<file path="src/rtl/core/dhfk_pkg.sv">
// ----------------------------------------------------------------------------
// dhfk_pkg
// shared types and constants for the dh chain forward kinematics block
// ----------------------------------------------------------------------------
package dhfk_pkg;

	localparam int CORDIC_STEPS = 18;
	localparam int STEP_BITS    = 5;
	localparam int ENTRY_BITS   = 24;
	localparam int LINK_BITS    = 20;

	typedef enum logic [1:0] {
		OP_IDENT = 2'd0,
		OP_LOAD  = 2'd1,
		OP_LINK  = 2'd2,
		OP_NONE  = 2'd3
	} op_t;

	typedef enum logic [1:0] {
		TW_ZERO = 2'd0,
		TW_PLUS = 2'd1,
		TW_MINUS = 2'd2,
		TW_PI   = 2'd3
	} twist_t;

	typedef enum logic [2:0] {
		ST_IDLE,
		ST_CORDIC,
		ST_LPOS,
		ST_MAC,
		ST_OUT
	} state_t;

	// arctangent of 2^-i in units of 2^-32 turn
	function automatic logic signed [31:0] atan_lut(input logic [STEP_BITS-1:0] i);
		logic signed [31:0] r;
		r = 32'sd0;
		unique case (i)
			5'd0:  r = 32'sd536870912;
			5'd1:  r = 32'sd316933406;
			5'd2:  r = 32'sd167458907;
			5'd3:  r = 32'sd85004756;
			5'd4:  r = 32'sd42667331;
			5'd5:  r = 32'sd21354465;
			5'd6:  r = 32'sd10679838;
			5'd7:  r = 32'sd5340245;
			5'd8:  r = 32'sd2670163;
			5'd9:  r = 32'sd1335087;
			5'd10: r = 32'sd667544;
			5'd11: r = 32'sd333772;
			5'd12: r = 32'sd166886;
			5'd13: r = 32'sd83443;
			5'd14: r = 32'sd41722;
			5'd15: r = 32'sd20861;
			5'd16: r = 32'sd10430;
			5'd17: r = 32'sd5215;
			default: r = 32'sd0;
		endcase
		return r;
	endfunction

endpackage

</file>
<file path="src/rtl/core/dhfk_cordic.sv">
// ----------------------------------------------------------------------------
// dhfk_cordic
// iterative cordic, one micro-rotation a cycle, gives rounded cos and sin
// ----------------------------------------------------------------------------
module dhfk_cordic #(
	parameter int ANGLE_BITS = 16,
	parameter int ROT_BITS   = 16
) (
	input  logic                       clk,
	input  logic                       arst_n,
	input  logic                       start,
	input  logic signed [ANGLE_BITS-1:0] angle,
	output logic                       done,
	output logic signed [ROT_BITS-1:0] cos_val,
	output logic signed [ROT_BITS-1:0] sin_val
);
	localparam int FRAC = ROT_BITS - 2;
	localparam int SH   = 30 - FRAC;
	localparam logic signed [33:0] ONE  = 34'sd1 <<< FRAC;
	localparam logic signed [33:0] HALF = 34'sd1 <<< (SH - 1);

	logic signed [33:0] x_q, y_q, z_q;
	logic               flip_q, busy_q;
	logic [dhfk_pkg::STEP_BITS-1:0] i_q;

	logic signed [33:0] ph, xs, ys, xr, yr, xc, yc;
	logic signed [33:0] at;

	always_comb begin
		ph = 34'(signed'({angle, {(32-ANGLE_BITS){1'b0}}}));
		xs = x_q >>> i_q;
		ys = y_q >>> i_q;
		at = 34'(dhfk_pkg::atan_lut(i_q));
		xr = (x_q + HALF) >>> SH;
		yr = (y_q + HALF) >>> SH;
		xc = (xr > ONE) ? ONE : ((xr < -ONE) ? -ONE : xr);
		yc = (yr > ONE) ? ONE : ((yr < -ONE) ? -ONE : yr);
		if (flip_q) begin
			xc = -xc;
			yc = -yc;
		end
	end

	always_ff @(posedge clk or negedge arst_n) begin
		if (!arst_n) begin
			busy_q <= 1'b0;
			i_q    <= '0;
			done   <= 1'b0;
		end else begin
			done <= 1'b0;
			if (start) begin
				busy_q <= 1'b1;
				i_q    <= '0;
			end else if (busy_q) begin
				if (i_q == dhfk_pkg::STEP_BITS'(dhfk_pkg::CORDIC_STEPS - 1)) begin
					busy_q <= 1'b0;
					done   <= 1'b1;
				end
				i_q <= i_q + 1'b1;
			end
		end
	end

	always_ff @(posedge clk) begin
		if (start) begin
			x_q <= 34'sd652032874;
			y_q <= '0;
			if (ph > (34'sd1 <<< 30)) begin
				z_q <= ph - (34'sd1 <<< 31);
				flip_q <= 1'b1;
			end else if (ph < -(34'sd1 <<< 30)) begin
				z_q <= ph + (34'sd1 <<< 31);
				flip_q <= 1'b1;
			end else begin
				z_q <= ph;
				flip_q <= 1'b0;
			end
		end else if (busy_q) begin
			if (z_q >= 0) begin
				x_q <= x_q - ys;
				y_q <= y_q + xs;
				z_q <= z_q - at;
			end else begin
				x_q <= x_q + ys;
				y_q <= y_q - xs;
				z_q <= z_q + at;
			end
		end
	end

	assign cos_val = ROT_BITS'(xc);
	assign sin_val = ROT_BITS'(yc);
endmodule

</file>
<file path="src/rtl/core/dhfk_mac.sv">
// ----------------------------------------------------------------------------
// dhfk_mac
// shared multiply-accumulate unit, one product a cycle, registered product
// ----------------------------------------------------------------------------
module dhfk_mac #(
	parameter int A_BITS = 32,
	parameter int B_BITS = 24
) (
	input  logic                         clk,
	input  logic                         clr,
	input  logic                         en,
	input  logic signed [A_BITS-1:0]     a,
	input  logic signed [B_BITS-1:0]     b,
	output logic signed [A_BITS+B_BITS-1:0] acc
);
	logic signed [A_BITS+B_BITS-1:0] prod_s1;
	logic                            en_s1;

	always_ff @(posedge clk) begin
		prod_s1 <= a * b;
		en_s1   <= en;
		if (clr)
			acc <= '0;
		else if (en_s1)
			acc <= acc + prod_s1;
	end
endmodule

</file>
<file path="src/rtl/core/dh_chain_forward_kinematics.sv">
// ----------------------------------------------------------------------------
// dh_chain_forward_kinematics
// accumulated homogeneous transform updated by dh links
// ----------------------------------------------------------------------------
// s_axis carries one command transaction: reset to identity, load one entry,
// right-multiply the held transform by one dh link matrix, or do nothing
// (operation 3). every accepted transaction gives exactly one m_axis
// transaction holding the full transform (nine rotation entries then three
// positions). after a reset or load is accepted, the sequencer passes through
// ST_OUT and m_axis_tvalid is registered from that state. a link runs the
// cordic (start, 18 micro-rotations, capture), then a*cos and a*sin on the
// shared multiplier, then the products (12 sums of 3 products through the
// same multiplier, each sum issued and then drained) and then ST_OUT.
// the block takes one transaction at a time: s_axis_tready is high only when
// idle and the result register is empty, so a stalled m_axis holds the result
// and blocks new input; the next command can be taken the cycle after the
// result transaction.
// arst_n sets the transform to identity with zero position and drops
// m_axis_tvalid.
// ----------------------------------------------------------------------------
module dh_chain_forward_kinematics #(
	parameter int ANGLE_BITS = 16,
	parameter int ROT_BITS   = 16,
	parameter int POS_BITS   = 24
) (
	input  logic clk,
	input  logic arst_n,
	input  logic s_axis_tvalid,
	output logic s_axis_tready,
	// operation, entry_index, entry_value, link_length, link_offset,
	// twist_code, joint_angle
	input  logic [((72+ANGLE_BITS+7)/8)*8-1:0] s_axis_tdata,
	output logic m_axis_tvalid,
	input  logic m_axis_tready,
	// rot_00..rot_22, pos_x, pos_y, pos_z
	output logic [((9*ROT_BITS+3*POS_BITS+7)/8)*8-1:0] m_axis_tdata
);
	localparam int FRAC = ROT_BITS - 2;
	localparam int AW   = (POS_BITS > 26) ? POS_BITS + 2 : 28;
	localparam int ACCW = AW + ROT_BITS + 2;
	localparam logic signed [ACCW-1:0] ONE  = ACCW'(1) <<< FRAC;
	localparam logic signed [ACCW-1:0] HALF = ACCW'(1) <<< (FRAC - 1);
	localparam logic signed [ACCW-1:0] PMAX = (ACCW'(1) <<< (POS_BITS-1)) - 1;
	localparam logic signed [ACCW-1:0] PMIN = -(ACCW'(1) <<< (POS_BITS-1));

	dhfk_pkg::state_t state_q, state_d;

	logic signed [ROT_BITS-1:0] rot_q [9];
	logic signed [ROT_BITS-1:0] nrot_q [9];
	logic signed [POS_BITS-1:0] pos_q [3];
	logic signed [POS_BITS-1:0] npos_q [3];
	logic signed [AW-1:0]       lp_q [3];
	logic signed [ROT_BITS-1:0] ct_q, st_q;

	logic [1:0]  op;
	logic [3:0]  idx;
	logic [3:0]  pidx;
	logic signed [23:0] val;
	logic signed [19:0] len_in, off_in;
	logic [1:0]  tw_q;
	logic signed [ANGLE_BITS-1:0] ang;

	logic [3:0] col_q;   // 0..2 rotation columns, 3 position
	logic [1:0] row_q, k_q;
	logic [1:0] cnt_q;   // drain count for mac pipe
	logic       phase_q;
	logic [3:0] rk_idx, rc_idx;

	logic       cs_start, cs_done;
	logic signed [ROT_BITS-1:0] cval, sval;

	logic       mac_clr, mac_en;
	logic signed [AW-1:0] mac_a;
	logic signed [ROT_BITS+1:0] mac_b;
	logic signed [ACCW-1:0] acc;

	logic signed [ROT_BITS+1:0] lmat;
	logic signed [ACCW-1:0] rnd, sat_r, sat_p, pnew;
	logic s_acc;

	assign op     = s_axis_tdata[1:0];
	assign idx    = s_axis_tdata[5:2];
	assign val    = s_axis_tdata[29:6];
	assign len_in = s_axis_tdata[49:30];
	assign off_in = s_axis_tdata[69:50];
	assign ang    = s_axis_tdata[72+ANGLE_BITS-1:72];
	assign pidx   = idx - 4'd9;
	assign s_acc  = s_axis_tvalid && s_axis_tready;
	assign s_axis_tready = (state_q == dhfk_pkg::ST_IDLE) && !m_axis_tvalid;

	// flat rotation index of (row, k) and (row, col)
	assign rk_idx = {2'b00, row_q} * 4'd3 + {2'b00, k_q};
	assign rc_idx = {2'b00, row_q} * 4'd3 + {2'b00, col_q[1:0]};

	// held link fields
	logic signed [19:0] off_q;
	logic signed [19:0] len_q;

	dhfk_cordic #(.ANGLE_BITS(ANGLE_BITS), .ROT_BITS(ROT_BITS)) u_cordic (
		.clk(clk), .arst_n(arst_n), .start(cs_start), .angle(ang),
		.done(cs_done), .cos_val(cval), .sin_val(sval)
	);

	dhfk_mac #(.A_BITS(AW), .B_BITS(ROT_BITS+2)) u_mac (
		.clk(clk), .clr(mac_clr), .en(mac_en), .a(mac_a), .b(mac_b), .acc(acc)
	);

	// entry of the link matrix at row k, column col
	always_comb begin
		logic signed [ROT_BITS+1:0] c2, s2;
		c2 = (ROT_BITS+2)'(ct_q);
		s2 = (ROT_BITS+2)'(st_q);
		lmat = '0;
		unique case ({k_q, col_q[1:0]})
			4'b0000: lmat = c2;
			4'b0001: lmat = (tw_q == dhfk_pkg::TW_ZERO) ? -s2 :
				((tw_q == dhfk_pkg::TW_PI) ? s2 : '0);
			4'b0010: lmat = (tw_q == dhfk_pkg::TW_PLUS) ? s2 :
				((tw_q == dhfk_pkg::TW_MINUS) ? -s2 : '0);
			4'b0100: lmat = s2;
			4'b0101: lmat = (tw_q == dhfk_pkg::TW_ZERO) ? c2 :
				((tw_q == dhfk_pkg::TW_PI) ? -c2 : '0);
			4'b0110: lmat = (tw_q == dhfk_pkg::TW_PLUS) ? -c2 :
				((tw_q == dhfk_pkg::TW_MINUS) ? c2 : '0);
			4'b1001: lmat = (tw_q == dhfk_pkg::TW_PLUS) ? (ROT_BITS+2)'(ONE) :
				((tw_q == dhfk_pkg::TW_MINUS) ? -(ROT_BITS+2)'(ONE) : '0);
			4'b1010: lmat = (tw_q == dhfk_pkg::TW_ZERO) ? (ROT_BITS+2)'(ONE) :
				((tw_q == dhfk_pkg::TW_PI) ? -(ROT_BITS+2)'(ONE) : '0);
			default: lmat = '0;
		endcase
	end

	// sequencer and multiplier operand select
	always_comb begin
		state_d  = state_q;
		cs_start = 1'b0;
		mac_clr  = 1'b0;
		mac_en   = 1'b0;
		mac_a    = '0;
		mac_b    = '0;
		unique case (state_q)
			dhfk_pkg::ST_IDLE: begin
				if (s_acc) begin
					if (dhfk_pkg::op_t'(op) == dhfk_pkg::OP_LINK) begin
						cs_start = 1'b1;
						state_d  = dhfk_pkg::ST_CORDIC;
					end else begin
						state_d = dhfk_pkg::ST_OUT;
					end
				end
			end
			dhfk_pkg::ST_CORDIC: begin
				mac_clr = 1'b1;
				if (cs_done)
					state_d = dhfk_pkg::ST_LPOS;
			end
			dhfk_pkg::ST_LPOS: begin
				// a*ct then a*st through the shared multiplier
				mac_clr = (cnt_q == 2'd0);
				mac_en  = !phase_q && (cnt_q == 2'd0);
				mac_a   = AW'(len_q);
				mac_b   = (ROT_BITS+2)'(k_q[0] ? st_q : ct_q);
				if (cnt_q == 2'd2 && k_q[0])
					state_d = dhfk_pkg::ST_MAC;
			end
			dhfk_pkg::ST_MAC: begin
				mac_clr = (k_q == 2'd0) && (cnt_q == 2'd0) && !phase_q;
				mac_en  = !phase_q;
				mac_a   = (col_q == 4'd3) ? lp_q[k_q] : AW'(rot_q[rk_idx]);
				mac_b   = (col_q == 4'd3) ? (ROT_BITS+2)'(rot_q[rk_idx]) : lmat;
				if (phase_q && cnt_q == 2'd2 && row_q == 2'd2 && col_q == 4'd3)
					state_d = dhfk_pkg::ST_OUT;
			end
			dhfk_pkg::ST_OUT: begin
				state_d = dhfk_pkg::ST_IDLE;
			end
			default: state_d = dhfk_pkg::ST_IDLE;
		endcase
	end

	// lp entries are wider than the rotation operand port; products with
	// position terms use the a operand instead
	assign rnd   = (acc + HALF) >>> FRAC;
	assign sat_r = (rnd > ONE) ? ONE : ((rnd < -ONE) ? -ONE : rnd);

	// position row: rounded R * lp added to the old position, saturated
	assign pnew  = rnd + ACCW'(pos_q[row_q]);
	assign sat_p = (pnew > PMAX) ? PMAX : ((pnew < PMIN) ? PMIN : pnew);

	always_ff @(posedge clk or negedge arst_n) begin
		if (!arst_n)
			state_q <= dhfk_pkg::ST_IDLE;
		else
			state_q <= state_d;
	end

	always_ff @(posedge clk or negedge arst_n) begin
		if (!arst_n) begin
			for (int i = 0; i < 9; i++)
				rot_q[i] <= (i % 4 == 0) ? ROT_BITS'(ONE) : '0;
			for (int i = 0; i < 3; i++)
				pos_q[i] <= '0;
			m_axis_tvalid <= 1'b0;
			cnt_q   <= '0;
			phase_q <= 1'b0;
			k_q     <= '0;
			row_q   <= '0;
			col_q   <= '0;
		end else begin
			if (m_axis_tvalid && m_axis_tready)
				m_axis_tvalid <= 1'b0;
			if (state_q == dhfk_pkg::ST_OUT)
				m_axis_tvalid <= 1'b1;
			unique case (state_q)
				dhfk_pkg::ST_IDLE: begin
					cnt_q <= '0; phase_q <= 1'b0; k_q <= '0; row_q <= '0; col_q <= '0;
					if (s_acc) begin
						unique case (dhfk_pkg::op_t'(op))
							dhfk_pkg::OP_IDENT: begin
								for (int i = 0; i < 9; i++)
									rot_q[i] <= (i % 4 == 0) ? ROT_BITS'(ONE) : '0;
								for (int i = 0; i < 3; i++)
									pos_q[i] <= '0;
							end
							dhfk_pkg::OP_LOAD: begin
								if (idx < 4'd9)
									rot_q[idx] <= (ACCW'(val) > ONE) ? ROT_BITS'(ONE) :
										((ACCW'(val) < -ONE) ? ROT_BITS'(-ONE) :
										ROT_BITS'(val));
								else if (idx < 4'd12)
									pos_q[pidx[1:0]] <= (ACCW'(val) > PMAX) ?
										POS_BITS'(PMAX) : ((ACCW'(val) < PMIN) ?
										POS_BITS'(PMIN) : POS_BITS'(val));
							end
							default: ;
						endcase
					end
				end
				dhfk_pkg::ST_CORDIC: begin
					if (cs_done) begin
						ct_q <= cval;
						st_q <= sval;
					end
				end
				dhfk_pkg::ST_LPOS: begin
					// cnt 0 issue, 1 product, 2 accumulated
					if (cnt_q == 2'd2) begin
						lp_q[{1'b0, k_q[0]}] <= AW'(rnd);
						cnt_q <= '0;
						k_q   <= k_q[0] ? 2'd0 : 2'd1;
						if (k_q[0])
							lp_q[2] <= AW'(off_q);
					end else
						cnt_q <= cnt_q + 1'b1;
				end
				dhfk_pkg::ST_MAC: begin
					// three issues, then the drain counted by cnt_q
					if (!phase_q) begin
						if (k_q == 2'd2) begin
							phase_q <= 1'b1;
							cnt_q <= '0;
						end else
							k_q <= k_q + 1'b1;
					end else if (cnt_q == 2'd2) begin
						phase_q <= 1'b0;
						cnt_q <= '0;
						k_q <= '0;
						if (col_q == 4'd3) begin
							npos_q[row_q] <= POS_BITS'(sat_p);
							col_q <= '0;
							row_q <= row_q + 1'b1;
						end else begin
							nrot_q[rc_idx] <= ROT_BITS'(sat_r);
							col_q <= col_q + 1'b1;
						end
					end else
						cnt_q <= cnt_q + 1'b1;
				end
				dhfk_pkg::ST_OUT: ;
				default: ;
			endcase
			// last position row goes straight from the saturator
			if (state_q == dhfk_pkg::ST_MAC && state_d == dhfk_pkg::ST_OUT) begin
				for (int i = 0; i < 9; i++)
					rot_q[i] <= nrot_q[i];
				for (int i = 0; i < 2; i++)
					pos_q[i] <= npos_q[i];
				pos_q[2] <= POS_BITS'(sat_p);
			end
		end
	end

	// link fields held for the whole update
	always_ff @(posedge clk) begin
		if (s_acc) begin
			tw_q  <= s_axis_tdata[71:70];
			len_q <= len_in;
			off_q <= off_in;
		end
	end

	always_comb begin
		m_axis_tdata = '0;
		for (int i = 0; i < 9; i++)
			m_axis_tdata[i*ROT_BITS +: ROT_BITS] = rot_q[i];
		for (int i = 0; i < 3; i++)
			m_axis_tdata[9*ROT_BITS + i*POS_BITS +: POS_BITS] = pos_q[i];
	end

	a_busy_not_ready: assert property (@(posedge clk) disable iff (!arst_n)
		(state_q != dhfk_pkg::ST_IDLE) |-> !s_axis_tready) else $error("ready while busy");
	a_one_result: assert property (@(posedge clk) disable iff (!arst_n)
		(state_q == dhfk_pkg::ST_OUT) |=> m_axis_tvalid) else $error("result lost");
	a_hold: assert property (@(posedge clk) disable iff (!arst_n)
		(m_axis_tvalid && !m_axis_tready) |=> $stable(m_axis_tdata)) else $error("unstable");
endmodule

</file>
<file path="config.mk">
export PLATFORM = sky130hd
export DESIGN_NAME = dh_chain_forward_kinematics
export DESIGN_NICKNAME = d
export VERILOG_FILES = /design/src/rtl/core/dhfk_pkg.sv /design/src/rtl/core/dhfk_cordic.sv /design/src/rtl/core/dhfk_mac.sv /design/src/rtl/core/dh_chain_forward_kinematics.sv
export SDC_FILE = /design/constraint.sdc
export NUM_CORES = 2
export LEC_CHECK = 0
export BUFFER_PORTS_ARGS = -buffer_cell sky130_fd_sc_hd__buf_2
export CAP_MARGIN = 15
export CELL_PAD_IN_SITES_DETAIL_PLACEMENT = 1
export CELL_PAD_IN_SITES_GLOBAL_PLACEMENT = 2
export CORE_MARGIN = 2
export CORE_UTILIZATION = 44
export CTS_CLUSTER_SIZE = 12
export DETAILED_ROUTE_END_ITERATION = 10
export PLACE_DENSITY_LB_ADDON = 0.1
export SYNTH_ARGS = -nofsm -noshare
export SYNTH_HDL_FRONTEND = slang
export SYNTH_SLANG_ARGS = --single-unit
</file>
<file path="constraint.sdc">
create_clock -name clk -period 20.8 [get_ports clk]
set_input_delay 4.16 -clock clk [delete_from_list [all_inputs] [get_ports clk]]
set_output_delay 4.16 -clock clk [all_outputs]
set_load 0.01 [all_outputs]
</file>
==> results.txt <==
- Of the total synthesized cell area, the portion taken by full adders, half adders and majority gates is 0.202.
- In the final layout, the multi-input gates occupy 0.0446 mm².
- Post-synthesis share of cell area spent on and, or, nand and nor gates: 0.150
- The min-delay analysis places its worst path in the category reg2reg.
- Counting flops and latches in the post-synthesis netlist gives 776.
- Of the total power, the clock network draws 0.156.
- The cell that appears most often on the critical path is fa_1.
- Total CTS buffers: 94
* Routed wirelength normalized by instance count: 27.2 µm
- By area the synthesized netlist is led by edfxtp_1, fa_1, dfrtp_1.
- Portion of netlist area occupied by mux cells: 0.0698
- Sequential share of power: 0.223
* Combinational family with the most area after synthesis: adder cells
- Count of final hold-check violations: 0
- Pin placement for this block handled 310 I/O pins.
- Detailed-route wire length: 267 mm
- After clock tree synthesis, the clock-pin slew on the worst setup and hold paths is 60 ps.
- At the pin with the least slew margin, the transition time is 1320 ps.
- Setup repair after global routing left no endpoint under its margin.
- Worst Clk Skew: 122 ps
* Delay of the slowest cell on the worst path: 700 ps
- The worst-case IR drop observed on VDD is 0.242 mV.
- For this run, the detailed router's first-pass iteration total came to 6.
- After clock tree synthesis, the setup repair step added 0 buffers.
- Clock tree from TritonCTS: built
* DR iter-0 viols: 4704
- Parity-gate share of the synthesized area counting xor and xnor cells: 0.0475
- Clock Path Buffers: 3
* Number of buffers added on ports: 309
- PostCTS Resize Cnt: 0
- Total area of sequential cells: 0.0205 mm²
- Sink count of the clock tree: 776
* Cell class contributing the biggest share of worst-path delay: adder cells
- The worst hold path was traced through 0 stages.
- Total Routing Usage GR: 0.327
- First-pass GRT wire length: 400 mm
- The wire-length estimate of the detail-placed layout is 200 mm.
- The biggest area contributor in the post-synthesis netlist is edfxtp_1.
- Detailed routing inserted a total of 59700 vias.
* Most common flop cell mapped by yosys: edfxtp_1
- In the routed layout, each cell is associated on average with a via count of 6.09.
* Synth warn: 0
- For the worst setup path, the data arrival time is 12280 ps.
- Global route total overflow: 0
- The critical path contains buffers and inverters numbering 8 combined.
* Path length in cells of the critical path: 35
- Hold repair after CTS inserted 0 buffers.
- Summed over all nets, the switching power comes to 5460 µW.
- Power per cell area: 149 mW/mm²
- Of the synthesized area, sequential elements account for 0.296.
* Worst-case register-to-register setup slack: 9150 ps
- Most frequent cells after synthesis: nand2_1, inv_1, nor2_1
- For the final routed database, the setup TNS stands at 0 ps.
- In this run the worst path has a maximum fanout of 44.
* Area of the placeable core: 0.156 mm²
* Final worst-path cycle share: 0.560
- Yosys instantiated no cell more often than nand2_1.
- Die X: 401 µm
- Total Die Area: 0.161 mm²
- The count of nets left with antenna violations once routing finished came out at 0.
* Internal power component: 5910 µW
- The tree is rooted in a clkbuf_16.
- Number of flops mapped to enable cells by yosys: 377
* DRC Markers: 0
- Routability-driven placement finished with a final weighted congestion of 0.975.
- Counting the fill cells in the layout gives 17900.
- Max Cap Violations: 0
- Power share of the combinational group: 0.621
* Pin count of the biggest net entering global routing: 206
* Area added between synthesis and finish: 10.3%
- Synth Cell Area: 0.0692 mm²
* Fraction of registers with async set or reset after synthesis: 0.307
- Mean instance size in the synthesized netlist: 9.15 µm²
- Post-synthesis compound-gate area fraction: 0.170
- Of the total power, the share spent switching nets is 0.480.
- Maximum clock frequency: 0.0859 GHz
* Antenna violations before repair: 9
* Worst-Skew Late Latency: 760 ps
* Starting utilization of the core area: 0.443
- The floorplan has 145 rows.
- For the worst setup path, the data required time is 21430 ps.
- Share of the synthesized area in the top cell type: 0.164
* Leakage power of the design: 0.0328 µW
* Via count of the first global-routing pass: 61400
* Cell count of the worst reg-to-reg path: 35
- Setup violations remaining at the end of the flow were counted as 0.
* Count of mapped cells out of synthesis: 7561
- The worst setup path is of the reg2reg kind.
- The slowest stage of the critical path is the fa_2 cell.
- Sum of internal, switching and leakage power: 11400 µW
* Crit path time final: 11650 ps
* Fraction of final layout cells with drive strength greater than 1: 0.115
- The run finished with clean final reports.
- The die is 401 µm tall.
- Post-synthesis net count: 8474
- The worst setup path is launched from a register.
- The clock tree synthesis step divided the H-tree into 3 levels.
* Remaining max-slew budget at the tightest pin: 0.119
- Number of unique standard cell types used by synthesis: 100
- Final Max Tran Viols: 0
- After the last flow step, the layout net total stands at 8578.
* Endpoint class of the critical path: register
==> cell type report <==
| class | instances | area share |
|---|---|---|
| flip-flops and latches | 776 | 0.269 |
| well taps | 2058 | 0.0337 |
| multi-input cells | 5633 | 0.584 |
| repair buffers | 458 | 0.0357 |
| clock inverters | 41 | 0.00816 |
| inverters | 702 | 0.0345 |
| clock buffers | 137 | 0.0353 |
| diodes | 6 | 0.000197 |
==> through the flow <==
stage                     cells  area, µm²   util  worst slack (ps)  hold WS, ps
final                      9811      76400  0.489              9150          429
after global routing       9809      76400  0.489              8670          444
after CTS                  9800      76300  0.488              9130          435
after detailed placement   9622      73000  0.467              9200          406
after global placement     9621      73000  0.467              9420          407
after floorplan            7561      69200      -             10380          400
==> cell usage in the layout, fill, tap and decap left out, types with 98 or more instances in the layout <==
| cell type | n |
|---|---|
| nor2_1 | 582 |
| a21o_1 | 136 |
| fa_1 | 495 |
| dfrtp_1 | 227 |
| inv_1 | 693 |
| nand3_1 | 118 |
| dfxtp_1 | 160 |
| buf_2 | 308 |
| a22oi_1 | 184 |
| edfxtp_1 | 377 |
| nand2_1 | 855 |
| o21ai_0 | 449 |
| nand2b_1 | 98 |
| mux2i_1 | 206 |
| xor2_1 | 142 |
| buf_4 | 142 |
| a21oi_1 | 421 |
| xnor2_1 | 232 |
| ha_1 | 325 |
| nor2b_1 | 108 |
==> kinds of logic after synthesis <==
logic type                 after synthesis
and+or+nand+nor                       2257
xor gates and xnor gates               375
AOI/OAI and AO/OA                     1824
DFF                                    776
buffers and inverters                 1152
adders and majority gates              821
muxes                                  356
==> path summary, 6_finish.rpt <==
check	from	to
max	k_q[1]	u_mac.prod_s1[40]
min	off_q[13]	lp_q[2][13]
max reg2reg	k_q[1]	u_mac.prod_s1[40]
min reg2reg	off_q[13]	lp_q[2][13]
max in group asynchronous	arst_n	m_axis_tvalid
min in group asynchronous	arst_n	m_axis_tdata[215]
==> state kept, by name, summed over array words and instances (netlist names), 3 cells and up <==
signal and cells:
u_cordic.i_q 5, nrot_q 144, off_q 20, u_cordic.y_q 34
u_mac.prod_s1 46, len_q 20, lp_q 76, state_q 3
ct_q 16, m_axis_tdata 216, col_q 4, u_mac.acc 46
u_cordic.x_q 34, st_q 16, npos_q 48, u_cordic.z_q 34
==> power groups by stage <==
stage	sequential, µW	combinational (µW)	clock (µW)
5_1_grt	2560	7760	1860
2_1_floorplan	2270	5200	0
3_3_place_gp	2540	6800	0
6_report	2530	7070	1770
4_1_cts	2520	7030	1800
3_5_place_dp	2550	6960	0
==> metal layers <==
metal	up-vias	global-route usage	routed length, µm
met1	30700	0.427	111000
li1	26600	-	-
met4	2	0.137	12800
met2	1873	0.547	129000
met5	-	0	13
met3	507	0.0399	14100
No activity file was read; power rests on OpenSTA's default activity.
